`src/rtl/etmwd_pkg.sv`:
```
// Shared types, constants and helpers for the edge table min-weight dedup block.
// Used by etmwd_ctrl, etmwd_datapath and edge_table_min_weight_dedup.
// No dependencies.
package etmwd_pkg;

  // Table geometry: one row per smaller endpoint, one column per larger endpoint
  localparam int NUM_VTX  = 64;
  localparam int VTX_W    = $clog2(NUM_VTX);
  localparam int COL_W    = VTX_W + 1;          // column cursor, may sit one past the row
  localparam int TBL_AW   = 2 * VTX_W;
  localparam int WEIGHT_W = 32;
  localparam int COUNT_W  = 11;
  localparam logic [COUNT_W-1:0] COUNT_MAX = '1;
  localparam int MAX_EDGES = NUM_VTX * (NUM_VTX - 1) / 2;
  localparam logic [VTX_W-1:0] LAST_ROW = '1;
  localparam logic [COL_W-1:0] ROW_END  = COL_W'(NUM_VTX);

  typedef logic [NUM_VTX-1:0] row_bits_t;

  typedef enum logic [1:0] {
    MODE_ADD    = 2'd0,
    MODE_FETCH  = 2'd1,
    MODE_REWIND = 2'd2,
    MODE_CLEAR  = 2'd3
  } mode_t;

  typedef enum logic [2:0] {
    ST_NEW      = 3'd0,
    ST_MERGED   = 3'd1,
    ST_DROPPED  = 3'd2,
    ST_GIVEN    = 3'd3,
    ST_END      = 3'd4,
    ST_REWOUND  = 3'd5,
    ST_CLEARED  = 3'd6
  } status_t;

  typedef enum logic [3:0] {
    S_IDLE,
    S_ADD_RD,
    S_ADD_WR,
    S_F_CHK,
    S_F_ROW,
    S_F_WT,
    S_RW_RD,
    S_RW_LD,
    S_CLR,
    S_FIN
  } state_t;

  // Controller to datapath commands
  typedef struct packed {
    logic load_in;     // capture the input payload
    logic add_read;    // read bitmap row and weight of the added pair
    logic add_commit;  // insert or merge, set result
    logic fetch_take;  // take hit in cursor row, read its weight
    logic row_next;    // move cursor to next live row, read its bitmap
    logic load_row;    // load cursor row bitmap from read data
    logic fetch_give;  // set result for a given edge
    logic fetch_end;   // set result for end of scan, park cursor
    logic rewind;      // cursor to origin, read row 0
    logic rewound;     // set rewind result
    logic clear;       // empty the table, set clear result
    logic finish;      // load the output register
  } cmd_t;

  // Datapath to controller status
  typedef struct packed {
    logic cur_hit;     // stored edge at or after cursor in cursor row
    logic next_found;  // a live row lies after the cursor row
    logic out_free;    // output register can take a result
  } stat_t;

  typedef struct packed {
    logic             found;
    logic [VTX_W-1:0] idx;
  } ffs_t;

  // Lowest set bit of a row
  function automatic ffs_t find_first(input row_bits_t bits);
    ffs_t r;
    r.found = 1'b0;
    r.idx   = '0;
    for (int i = NUM_VTX - 1; i >= 0; i--) begin
      if (bits[i]) begin
        r.found = 1'b1;
        r.idx   = VTX_W'(i);
      end
    end
    return r;
  endfunction

endpackage

```
`src/rtl/etmwd_ctrl.sv`:
```
// Controller state machine for the edge table min-weight dedup block.
// Sequences add, fetch, rewind and clear items; depends on etmwd_pkg.
module etmwd_ctrl (
  input  logic                clk,
  input  logic                rst,
  input  logic                in_valid,
  input  logic [1:0]          mode,
  input  etmwd_pkg::stat_t    stat,
  output logic                in_ready,
  output etmwd_pkg::cmd_t     cmd
);

  etmwd_pkg::state_t state, state_next;
  etmwd_pkg::mode_t  mode_in;

  assign mode_in = etmwd_pkg::mode_t'(mode);

  // State register
  always_ff @(posedge clk) begin
    if (rst) begin
      state <= etmwd_pkg::S_IDLE;
    end else begin
      state <= state_next;
    end
  end

  // Next state
  always_comb begin
    state_next = state;
    unique case (state)
      etmwd_pkg::S_IDLE: begin
        if (in_valid) begin
          unique case (mode_in)
            etmwd_pkg::MODE_ADD:    state_next = etmwd_pkg::S_ADD_RD;
            etmwd_pkg::MODE_FETCH:  state_next = etmwd_pkg::S_F_CHK;
            etmwd_pkg::MODE_REWIND: state_next = etmwd_pkg::S_RW_RD;
            etmwd_pkg::MODE_CLEAR:  state_next = etmwd_pkg::S_CLR;
            default:                state_next = etmwd_pkg::S_IDLE;
          endcase
        end
      end
      etmwd_pkg::S_ADD_RD: state_next = etmwd_pkg::S_ADD_WR;
      etmwd_pkg::S_ADD_WR: state_next = etmwd_pkg::S_FIN;
      etmwd_pkg::S_F_CHK: begin
        priority if (stat.cur_hit) begin
          state_next = etmwd_pkg::S_F_WT;
        end else if (stat.next_found) begin
          state_next = etmwd_pkg::S_F_ROW;
        end else begin
          state_next = etmwd_pkg::S_FIN;
        end
      end
      etmwd_pkg::S_F_ROW:  state_next = etmwd_pkg::S_F_CHK;
      etmwd_pkg::S_F_WT:   state_next = etmwd_pkg::S_FIN;
      etmwd_pkg::S_RW_RD:  state_next = etmwd_pkg::S_RW_LD;
      etmwd_pkg::S_RW_LD:  state_next = etmwd_pkg::S_FIN;
      etmwd_pkg::S_CLR:    state_next = etmwd_pkg::S_FIN;
      etmwd_pkg::S_FIN: begin
        if (stat.out_free) state_next = etmwd_pkg::S_IDLE;
      end
      default: state_next = etmwd_pkg::S_IDLE;
    endcase
  end

  // Commands
  always_comb begin
    cmd      = '0;
    in_ready = 1'b0;
    unique case (state)
      etmwd_pkg::S_IDLE: begin
        in_ready    = 1'b1;
        cmd.load_in = in_valid;
      end
      etmwd_pkg::S_ADD_RD: cmd.add_read   = 1'b1;
      etmwd_pkg::S_ADD_WR: cmd.add_commit = 1'b1;
      etmwd_pkg::S_F_CHK: begin
        priority if (stat.cur_hit) begin
          cmd.fetch_take = 1'b1;
        end else if (stat.next_found) begin
          cmd.row_next = 1'b1;
        end else begin
          cmd.fetch_end = 1'b1;
        end
      end
      etmwd_pkg::S_F_ROW: cmd.load_row   = 1'b1;
      etmwd_pkg::S_F_WT:  cmd.fetch_give = 1'b1;
      etmwd_pkg::S_RW_RD: cmd.rewind     = 1'b1;
      etmwd_pkg::S_RW_LD: begin
        cmd.load_row = 1'b1;
        cmd.rewound  = 1'b1;
      end
      etmwd_pkg::S_CLR: cmd.clear  = 1'b1;
      etmwd_pkg::S_FIN: cmd.finish = stat.out_free;
      default: cmd = '0;
    endcase
  end

endmodule

```
`config.mk`:
```
export PLATFORM = sky130hd
export DESIGN_NAME = etmwd_ctrl
export DESIGN_NICKNAME = d
export VERILOG_FILES = /design/src/rtl/etmwd_pkg.sv /design/src/rtl/etmwd_ctrl.sv
export SDC_FILE = /design/constraint.sdc
export NUM_CORES = 1
export LEC_CHECK = 0
export BUFFER_PORTS_ARGS = -buffer_cell sky130_fd_sc_hd__buf_2
export CAP_MARGIN = 20
export CORE_MARGIN = 2
export CORE_UTILIZATION = 30
export DETAILED_ROUTE_END_ITERATION = 10
export SYNTH_ARGS = -nofsm -noshare
export SYNTH_HDL_FRONTEND = slang
export SYNTH_SLANG_ARGS = --single-unit
```
`constraint.sdc`:
```
create_clock -name clk -period 1.4 [get_ports clk]
set_input_delay 0.42 -clock clk [delete_from_list [all_inputs] [get_ports clk]]
set_output_delay 0.42 -clock clk [all_outputs]
set_load 0.01 [all_outputs]
```
### After elaboration in Yosys (flattened, before gate mapping)

Index checks and enable logic that the tools add are counted.

| word-level totals | value |
|---|---|
| bits of input ports | 8 |
| logic and storage cells | 43 |
| register bits | 4 |
| output and inout port bits | 13 |

| operators by class | value |
|---|---|
| multiplexer cells | 23 |
| reduce and logical (&&, ||, !) cells | 5 |
| equal/unequal tests | 14 |

Operator list:

| cell | count |
|---|---|
| one-hot mux 4 bit (7 select lines) | 1 |
| equality test 4 x 3 -> 1 bit, second input constant | 4 |
| 2-to-1 mux 1 bit | 16 |
| 2-to-1 mux 4 bit | 4 |
| one-hot mux 4 bit (4 select lines) | 1 |
| equality test 4 x 2 -> 1 bit, second input constant | 2 |
| equality test 4 bit, second input constant | 2 |
| equality test 2 bit, second input constant | 2 |
| equality test 4 x 1 -> 1 bit, second input constant | 1 |
| zero test 4 bit | 1 |
| != test 2 bit, second input constant | 2 |
| OR reduction 4 bit | 1 |
| equality test 2 x 1 -> 1 bit, second input constant | 1 |
| zero test 2 bit | 1 |
| 2-to-1 mux 2 bit | 1 |
| AND reduction 2 bit | 1 |
| OR reduction 2 bit | 1 |

### Longest topological paths before layout

Gate-level depths: netlist of the first run.

| logic depth | value |
|---|---|
| word-level depth | 4 |
| depth in mapped cells | 6 |
| mapped depth without buffers | 6 |

### Worst setup path after synthesis of the first run

OpenSTA, ideal clock, no wires.

| path | value |
|---|---|
| path kind | register -> output |
| start point | register state[0] |
| end point | output cmd[4] in the netlist's numbering |
| arrival | 1162 ps |
| data required time | 980 ps |
| setup slack | -182 ps |
| path buffers | 1 |
| cell stages (with the launch flop) | 5 |
| cells stage by stage | dfxtp_1 > buf_6 > nand2_2 > or3_1 > nor3_1 |

RTL lines:

| element | RTL line | source |
|---|---|---|
| start: declaration | etmwd_ctrl.sv:13 | `etmwd_pkg::state_t state, state_next;` |
| start signal: assignment | etmwd_ctrl.sv:21 | `state <= etmwd_pkg::S_IDLE;` |
| start signal: assignment | etmwd_ctrl.sv:23 | `state <= state_next;` |
| end: declaration | etmwd_ctrl.sv:10 | `output etmwd_pkg::cmd_t cmd` |

==> results of run 1 <==
==> cells by family (layout without fill, tap and decap cells) <==
logic type	after synthesis	after routing
AO/OA/AOI/OAI	11	11
adder cells (fa/ha/maj)	4	4
buffers and inverters	9	50
flip-flops	4	4
multiplexers	1	1
AND/OR/NAND/NOR	32	32
==> power by group <==
part | switching (mW) | internal (mW)
Combinational | 0.664 | 0.759
Sequential | 0.0716 | 0.180
Clock | 0.0558 | 0.0964
Total | 0.791 | 1.04
==> metrics by stage <==
step / total power [mW] / setup TNS (ps)
floorplan: 0.824 / -188
global placement: 1.19 / -282
detailed placement: 1.19 / -292
CTS: 1.60 / -2470
global route: 1.95 / -3200
finish: 1.83 / -2450
==> critical path, cell delays in order (launching register included) <==
cell	delay, ps
dfxtp_4	350
buf_6	120
nor4_4	300
and2_4	190
buf_6	90
==> cells in the mapped netlist <==
cell / number
a2111oi_2: 1
a211oi_1: 1
a21o_1: 1
a21oi_1: 2
a22oi_1: 1
a31oi_2: 1
a32oi_1: 1
and2_1: 2
and3b_1: 1
buf_4: 1
buf_6: 2
dfxtp_1: 4
ha_1: 4
inv_1: 5
inv_2: 1
mux2i_1: 1
nand2_1: 1
nand2_2: 1
nand2b_1: 3
nand2b_2: 1
nor2_1: 10
nor3_1: 9
nor4_1: 2
nor4_4: 1
o211ai_1: 1
o21ai_0: 1
o21bai_2: 1
or3_1: 1
==> timing repair <==
item | CTS | global route
pin swaps | 6 | 7
gates resized for setup | 18 | 13
endpoints found under the setup margin | 13 | 16
buffers inserted | 5 | 2
==> final cells by class <==
cell class / count / area (sq um) / share of cell area [%]
Multi-Input combinational cell: 48 / 462 / 50.1
Inverter: 6 / 22.5 / 2.45
Sequential cell: 4 / 92.6 / 10.1
Tap cell: 16 / 20.0 / 2.17
Clock buffer: 3 / 22.5 / 2.45
Timing Repair Buffer: 41 / 302 / 32.7
==> cell usage in the layout (no fill, tap or decap), drive strengths merged <==
cell,count
dfxtp,4
nor3,9
a21o,1
nor4,3
o211ai,1
clkbuf,3
a31oi,1
nand2,2
a21oi,2
ha,4
inv,6
and2,2
o21bai,1
a32oi,1
o21ai,1
nand2b,4
a2111oi,1
mux2i,1
a22oi,1
and3b,1
nor2,10
buf,41
a211oi,1
or3,1
==> metal layers <==
layer,up-vias,wire length (microns),share of wire [%]
met3,5,59,3.8
li1,301,-,-
met2,23,843,54
met4,0,36,2.3
met1,279,626,40
met5,-,0,0
==> final timing paths <==
| kind | cells past startpoint | endpoint | startpoint | slack (ps) |
|---|---|---|---|---|
| min reg2reg | 1 | state[1]$_SDFFE_PP0P_ | state[3]$_SDFFE_PP0P_ | 500 |
| min | 1 | state[1]$_SDFFE_PP0P_ | state[3]$_SDFFE_PP0P_ | 500 |
| max reg2reg | 7 | state[0]$_SDFFE_PP0P_ | state[0]$_SDFFE_PP0P_ | 10 |
| max | 4 | cmd[11] | state[1]$_SDFFE_PP0P_ | -310 |
==> run metrics, run 1 <==
number of antenna violations at the first check in global routing 0; number of global-route vias before repair 558; post-placement cell area 693 sq um; Avg WL per Cell 13.3 microns; mux cell area share after synthesis 2.14%; transition time at the pin with the least slew margin 392 ps; maximum frequency from static timing analysis 586 MHz; Die X 43.4 microns; Synth area leaders dfxtp_1 (17%), ha_1 (11%), nor3_1 (9.7%), nor2_1 (8.0%), buf_6 (4.8%); total number of yosys warnings 0; Synth-to-Final Area Change 97.3%; post-cts hold buffer count 0; worst-skew pair later-pin latency 250 ps; aggregate global routing overflow 0; final cell area excluding filler cells 921 sq um; Post-Syn Area per Cell 7.65 sq um; wire length of the first global-routing pass 2440 microns; met1 capacity usage during global routing 18.8%; # fillers 137; sequential-to-total area share from yosys stat 17.2%; adder-cell share of the synthesized area 10.7%; Initial Utilization 31.3%; portion of synthesized cell area occupied by the leading cell type 17.2%; CTS clk-pin slew, worst paths 40 ps; XOR/XNOR Fraction of Synth Area 0%; number of vias per cell after detailed routing 5.15; Num CTS Buffers 3; biggest fanout along the worst timing path 3; leakage component of the power 0.427 nW; Worst IR Drop VDD 843 uV; final wirelength 1570 microns; via total after detailed routing 608; register containing the most flip-flops in the final layout state; fin. max-slew vios 0; GRT Total Usage 17.8%; #FFs+latches synth 4; number of levels the H-tree was split into 1; CTS tree done; number of standard cells after synthesis 61; DRT antenna net count 0; remaining design rule violation count 0; registers with the highest flip-flop counts state x4; largest area contributor in the netlist dfxtp_1; combined area of all synthesized cells 467 sq um; max_cap viols 0; Die Outline Area 0.00189 sq mm; kind of critical path flip-flop to output port; Synth Area in Compound Gates 19.8%; Final Wtd Congestion 0.794; ratio of cells with drive above 1 in the final layout 67.6%; total number of nets in the final design 116; least setup slack across all paths after layout -307 ps; result of the run complete, but fails checks; worst slack on hold paths 504 ps; fraction of the mapped netlist area in simple logic gates 38.9%; Placed Instances 108; unrepaired setup endpoints after global routing yes; Hold Crit Class flip-flop to flip-flop; diodes inserted 0; highest-utilization routing layer at the global route stage met2; final setup violation count 13; Worst Setup Start Kind flip-flop; Worst EP arrival 1290 ps; Final Util 61.8%; number of top-level pins 21; count of cell types in the netlist 28; total power density per cell area 1980 mW/mm^2; violations in the final reports negative setup slack; post-placement worst setup slack -98.3 ps; shortest period the worst path allows 1710 ps; number of sinks driven by the clock tree 4; placeable core area 0.00149 sq mm; max reg flops 4; endpoint kind of the worst setup timing path output port; Port-buffer cells 20; met3 Resource Use GR 3.75%; Final Skew 4.96 ps; root buf cell clkbuf_4; count of TritonRoute iterations in the first routing pass 4; number of failing hold endpoints at the final stage 0; Die Y 43.4 microns; Starting DRT DRC Count 7; filler-free cell count of the finished design 118; largest net degree at the start of global routing 10; HPWL Detailed 1010 microns; main combinational cell family by area after synthesis simple AND/OR/NAND/NOR gates; global routing usage on met2 32.8%; slew margin rel. 73.7%; number of nets produced by synthesis 73; number of placement rows 14; CP required 980 ps; portion of the clock cycle consumed by the worst path in the final layout 122%; CTS Buffer Depth 2
No activity file was read; power rests on OpenSTA's default activity.
==> run 2, diff against run 1 <==
--- a/config.mk
+++ b/config.mk
@@ -10,6 +10,7 @@
 export CORE_MARGIN = 2
 export CORE_UTILIZATION = 30
 export DETAILED_ROUTE_END_ITERATION = 10
+export PLACE_DENSITY = 0.53
 export SYNTH_ARGS = -nofsm -noshare
 export SYNTH_HDL_FRONTEND = slang
 export SYNTH_SLANG_ARGS = --single-unit
==> constraint.sdc (replaced) <==
create_clock -name clk -period 2.07 [get_ports clk]
set_input_delay 0.621 -clock clk [delete_from_list [all_inputs] [get_ports clk]]
set_output_delay 0.621 -clock clk [all_outputs]
set_load 0.01 [all_outputs]
==> run metrics, run 2 (synthesized netlist as in run 1, its figures left out) <==
Num CTS Buffers 3; registers with the highest flip-flop counts state x4; shortest period the worst path allows 1950 ps; transition time at the pin with the least slew margin 362 ps; CTS Buffer Depth 2; CP required 1450 ps; number of sinks driven by the clock tree 4; GRT Total Usage 12.6%; area used by multi-input combinational logic 334 sq um; HPWL Detailed 878 microns; Die Outline Area 0.00189 sq mm; count of TritonRoute iterations in the first routing pass 2; number of levels the H-tree was split into 1; maximum frequency from static timing analysis 512 MHz; end point of the most critical hold path state[0]$_SDFFE_PP0P_; register containing the most flip-flops in the final layout state; number of failing hold endpoints at the final stage 0; via total after detailed routing 493; Worst IR Drop VDD 421 uV; ratio of cells with drive above 1 in the final layout 40.5%; power spent charging and discharging nets 0.359 mW; max_cap viols 0; post-placement worst setup slack 313 ps; number of antenna violations at the first check in global routing 0; placeable core area 0.00149 sq mm; worst-skew pair later-pin latency 240 ps; CTS tree done; Final Power 0.747 mW; area occupied by registers 81.3 sq um; Avg WL per Cell 10.7 microns; endpoint kind of the worst setup timing path output port; RR Endpoint state[3]$_SDFFE_PP0P_; fin. max-slew vios 0; total number of nets in the final design 98; Worst Setup Start Kind flip-flop; number of global-route vias before repair 454; largest net degree at the start of global routing 12; final wirelength 1070 microns; worst hold path startpoint state[1]$_SDFFE_PP0P_; remaining design rule violation count 0; number of instances on the worst hold path 4; Starting DRT DRC Count 3; Initial Utilization 31.3%; design internal power 0.388 mW; least setup slack across all paths after layout 119 ps; highest-count cells in the layout ignoring fill and taps buf_2 (20), nor2_1 (10), nor3_1 (9); Die Y 43.4 microns; slew margin rel. 75.7%; post-CTS setup buffers 0; number of placement rows 14; CTS clk-pin slew, worst paths 40 ps; kind of critical path flip-flop to output port; most common library cell in the layout ignoring fill and taps buf_2; total power density per cell area 1240 mW/mm^2; Final Skew 6.55 ps; number of top-level pins 21; # fillers 172; number of cell instances on the worst register-to-register path 4; root buf cell clkbuf_4; wire length of the first global-routing pass 1790 microns; number of vias per cell after detailed routing 4.93; Setup TNS Final 0 ps; Final Wtd Congestion 0.822; diodes inserted 0; Switching Share 48.0%; part of the total power dissipated in the clock network 13.0%; portion of the clock cycle consumed by the worst path in the final layout 94.3%; Synth-to-Final Area Change 29.2%; Hold Crit Class flip-flop to flip-flop; max reg flops 4; biggest fanout along the worst timing path 8; Worst EP arrival 1330 ps; Port-buffer cells 20; Flop pwr share 20.9%; unrepaired setup endpoints after global routing no; aggregate global routing overflow 0; final setup violation count 0; leakage component of the power 0.295 nW; DRT antenna net count 0; source of the worst register-to-register timing path state[3]$_SDFFE_PP0P_; Die X 43.4 microns; result of the run completed; slack of the worst reg-to-reg path 740 ps; share of power burned in combinational logic 66.1%
-- run 2: cell count changes in the layout (fill, tap and decap cells not counted), moves of 2 or more --
cell	before	now
buf_6	9	0
nor3_4	4	0
nor3_1	4	9
dfxtp_1	0	3
dfxtp_4	3	0
nor2_2	2	0
nor2_1	8	10
nand2b_4	3	0
nor4_1	0	2
buf_4	12	3
nand2b_1	1	3
-- run 2: timing repair --
action | 4_1_cts | 5_1_grt
setup endpoints to repair | 0 | 1
resized for setup | 0 | 1
hold buffers | 0 | 0
-- run 2: worst max-delay path, stage by stage (launching register included) --
cell	delay [ps]
dfxtp_1	380
nor4_4	420
and2_1	170
buf_2	120
-- run 2: layout make-up --
type | count | share of cell area [%]
Inverter | 6 | 3.73
Timing Repair Buffer | 23 | 20.3
Tap cell | 16 | 3.32
Clock buffer | 3 | 3.73
Multi-Input combinational cell | 48 | 55.4
Sequential cell | 4 | 13.5
-- run 2: layer usage --
metal  vias up  wire length (microns)  GRT usage [%]
li1        265                      -              -
met1       218                    479           14.5
met2        10                    557           22.4
met3         0                     31           1.25
met4         0                      0           7.27
met5         -                      0              0
-- run 2: how the worst max path moves through the flow --
stage | from | to | cells past startpoint
after global placement | state[0]$_SDFFE_PP0P_ | cmd[4] | 4
final | state[3]$_SDFFE_PP0P_ | cmd[11] | 3
after detailed placement | state[0]$_SDFFE_PP0P_ | cmd[4] | 4
after floorplan | state[0]$_SDFFE_PP0P_ | cmd[4] | 4
after CTS | state[0]$_SDFFE_PP0P_ | cmd[4] | 4
after global routing | state[3]$_SDFFE_PP0P_ | cmd[11] | 3
-- run 2: power by group through the flow --
stage / logic [mW] / clock network, mW / registers, mW
2_1_floorplan: 0.376 / 0 / 0.152
3_3_place_gp: 0.501 / 0 / 0.156
3_5_place_dp: 0.498 / 0 / 0.156
4_1_cts: 0.500 / 0.100 / 0.155
5_1_grt: 0.551 / 0.107 / 0.164
6_report: 0.494 / 0.0970 / 0.156
-- run 2: per-stage QoR --
stage	instance area, sq um	util, %	hold slack [ps]	cells
floorplan	467	-	583	61
global placement	579	38.9	640	97
detailed placement	579	38.9	648	97
CTS	602	40.4	657	100
global route	603	40.5	704	100
finish	603	40.5	648	100
==> run 3, diff against run 2 <==
--- a/config.mk
+++ b/config.mk
@@ -7,7 +7,7 @@
 export LEC_CHECK = 0
 export BUFFER_PORTS_ARGS = -buffer_cell sky130_fd_sc_hd__buf_2
 export CAP_MARGIN = 20
-export CORE_MARGIN = 2
+export CORE_MARGIN = 8
 export CORE_UTILIZATION = 30
 export DETAILED_ROUTE_END_ITERATION = 10
 export PLACE_DENSITY = 0.53
==> run metrics, run 3 (synthesized netlist as in run 1, its figures left out) <==
max_cap viols 0; wire length of the first global-routing pass 2100 microns; unrepaired setup endpoints after global routing no; GRT Total Usage 7.98%; kind of critical path flip-flop to output port; aggregate global routing overflow 0; number of sinks driven by the clock tree 4; biggest fanout along the worst timing path 3; register containing the most flip-flops in the final layout state; number of vias per cell after detailed routing 5.09; result of the run completed; Worst Setup Start Kind flip-flop; share of power burned in combinational logic 64.9%; number of top-level pins 21; Num CTS Buffers 3; Final Wtd Congestion 0.736; Top Family by Delay on Critical Path simple AND/OR/NAND/NOR gates; Flop pwr share 21.6%; maximum frequency from static timing analysis 508 MHz; design internal power 0.388 mW; Die X 55.4 microns; CTS tree done; Placed Instances 97; filler-free cell count of the finished design 100; remaining design rule violation count 0; worst-path cell chain nand2_2 -> or3_1 -> nor3_1 -> buf_2; number of global-route vias before repair 474; portion of the clock cycle consumed by the worst path in the final layout 95.1%; slew margin rel. 76.8%; total power density per cell area 1250 mW/mm^2; worst-skew pair later-pin latency 240 ps; Initial Utilization 31.3%; most common library cell in the layout ignoring fill and taps buf_2; CTS Buffer Depth 2; delay of the slowest cell on the worst path 390 ps; CP max-delay cell dfxtp_1; shortest period the worst path allows 1970 ps; max reg flops 4; transition time at the pin with the least slew margin 346 ps; count of TritonRoute iterations in the first routing pass 4; endpoint kind of the worst setup timing path output port; diodes inserted 0; root buf cell clkbuf_4; leakage component of the power 0.295 nW; Avg WL per Cell 11.9 microns; Synth-to-Final Area Change 29.2%; Die Y 55.4 microns; DRT antenna net count 0; number of levels the H-tree was split into 1; via total after detailed routing 509; Worst EP arrival 1350 ps; Starting DRT DRC Count 12; fin. max-slew vios 0; part of the total power dissipated in the clock network 13.6%; HPWL Detailed 979 microns; number of failing hold endpoints at the final stage 0; ratio of cells with drive above 1 in the final layout 40.5%; Setup TNS Final 0 ps; Worst IR Drop VDD 346 uV; number of placement rows 14; Final Skew 4.13 ps; crit path buf inv count 1; Die Outline Area 0.00307 sq mm; power spent charging and discharging nets 0.363 mW; final setup violation count 0; largest net degree at the start of global routing 12; number of antenna violations at the first check in global routing 0; CTS clk-pin slew, worst paths 40 ps; CP required 1450 ps; total number of nets in the final design 98; Hold Crit Class flip-flop to flip-flop; Port-buffer cells 20; Switching Share 48.3%; placeable core area 0.00149 sq mm; final wirelength 1190 microns; registers with the highest flip-flop counts state x4; highest-count cells in the layout ignoring fill and taps buf_2 (20), nor2_1 (10), nor3_1 (9)
==> run 3: cell type report <==
| class | instances | area [sq um] |
|---|---|---|
| clock buffers | 3 | 22.5 |
| fillers | 159 | 886 |
| inverters | 6 | 22.5 |
| multi-input cells | 48 | 334 |
| flip-flops and latches | 4 | 81.3 |
| well taps | 16 | 20.0 |
| repair buffers | 23 | 123 |
==> run 3: per-stage QoR <==
step                hold WS, ps  utilization [%]  worst slack (ps)  power [mW]  cell area [sq um]
floorplan                   583                -               287       0.528                467
global placement            639             38.9               324       0.654                579
detailed placement          649             38.9               317       0.654                579
CTS                         665             40.4              79.2       0.757                602
global route                583             40.5              7.93       0.825                603
finish                      553             40.5               101       0.751                603
==> run 3: worst register-to-register path, delay by kind of cell (launching register included) <==
| family | cells | cell delay (ps) |
|---|---|---|
| AND/OR/NAND/NOR | 3 | 500 |
| flip-flops | 1 | 390 |
| AO/OA/AOI/OAI | 1 | 130 |
| buffers and inverters | 1 | 200 |
==> run 3: power by group through the flow <==
| stage | logic (mW) | registers, mW | clock network [mW] |
|---|---|---|---|
| after floorplan | 0.376 | 0.152 | 0 |
| after global placement | 0.492 | 0.162 | 0 |
| after detailed placement | 0.492 | 0.162 | 0 |
| after CTS | 0.493 | 0.161 | 0.104 |
| after global routing | 0.547 | 0.167 | 0.111 |
| final | 0.487 | 0.162 | 0.102 |
==> run 3: per-layer routing <==
layer / vias up / GRT usage (%) / wire, microns
met3: 2 / 2.97 / 83
met2: 12 / 13.1 / 617
met4: 0 / 4.23 / 21
met1: 230 / 8.61 / 471
li1: 265 / - / -
met5: - / 0 / 0
==> run 3: worst paths after layout <==
check | slack [ps] | end | depth (start not counted) | startpoint
setup reg to reg | 720 | state[0]$_SDFFE_PP0P_ | 5 | state[0]$_SDFFE_PP0P_
hold reg to reg | 550 | state[1]$_SDFFE_PP0P_ | 1 | state[3]$_SDFFE_PP0P_
setup / recovery | 100 | cmd[4] | 4 | state[0]$_SDFFE_PP0P_
hold / removal | 550 | state[1]$_SDFFE_PP0P_ | 1 | state[3]$_SDFFE_PP0P_
==> run 3: timing repair <==
action                     in CTS  in global routing
setup buffers                   0                  0
setup endpoints to repair       0                  3
resized for setup               0                  1
hold buffers                    0                  0
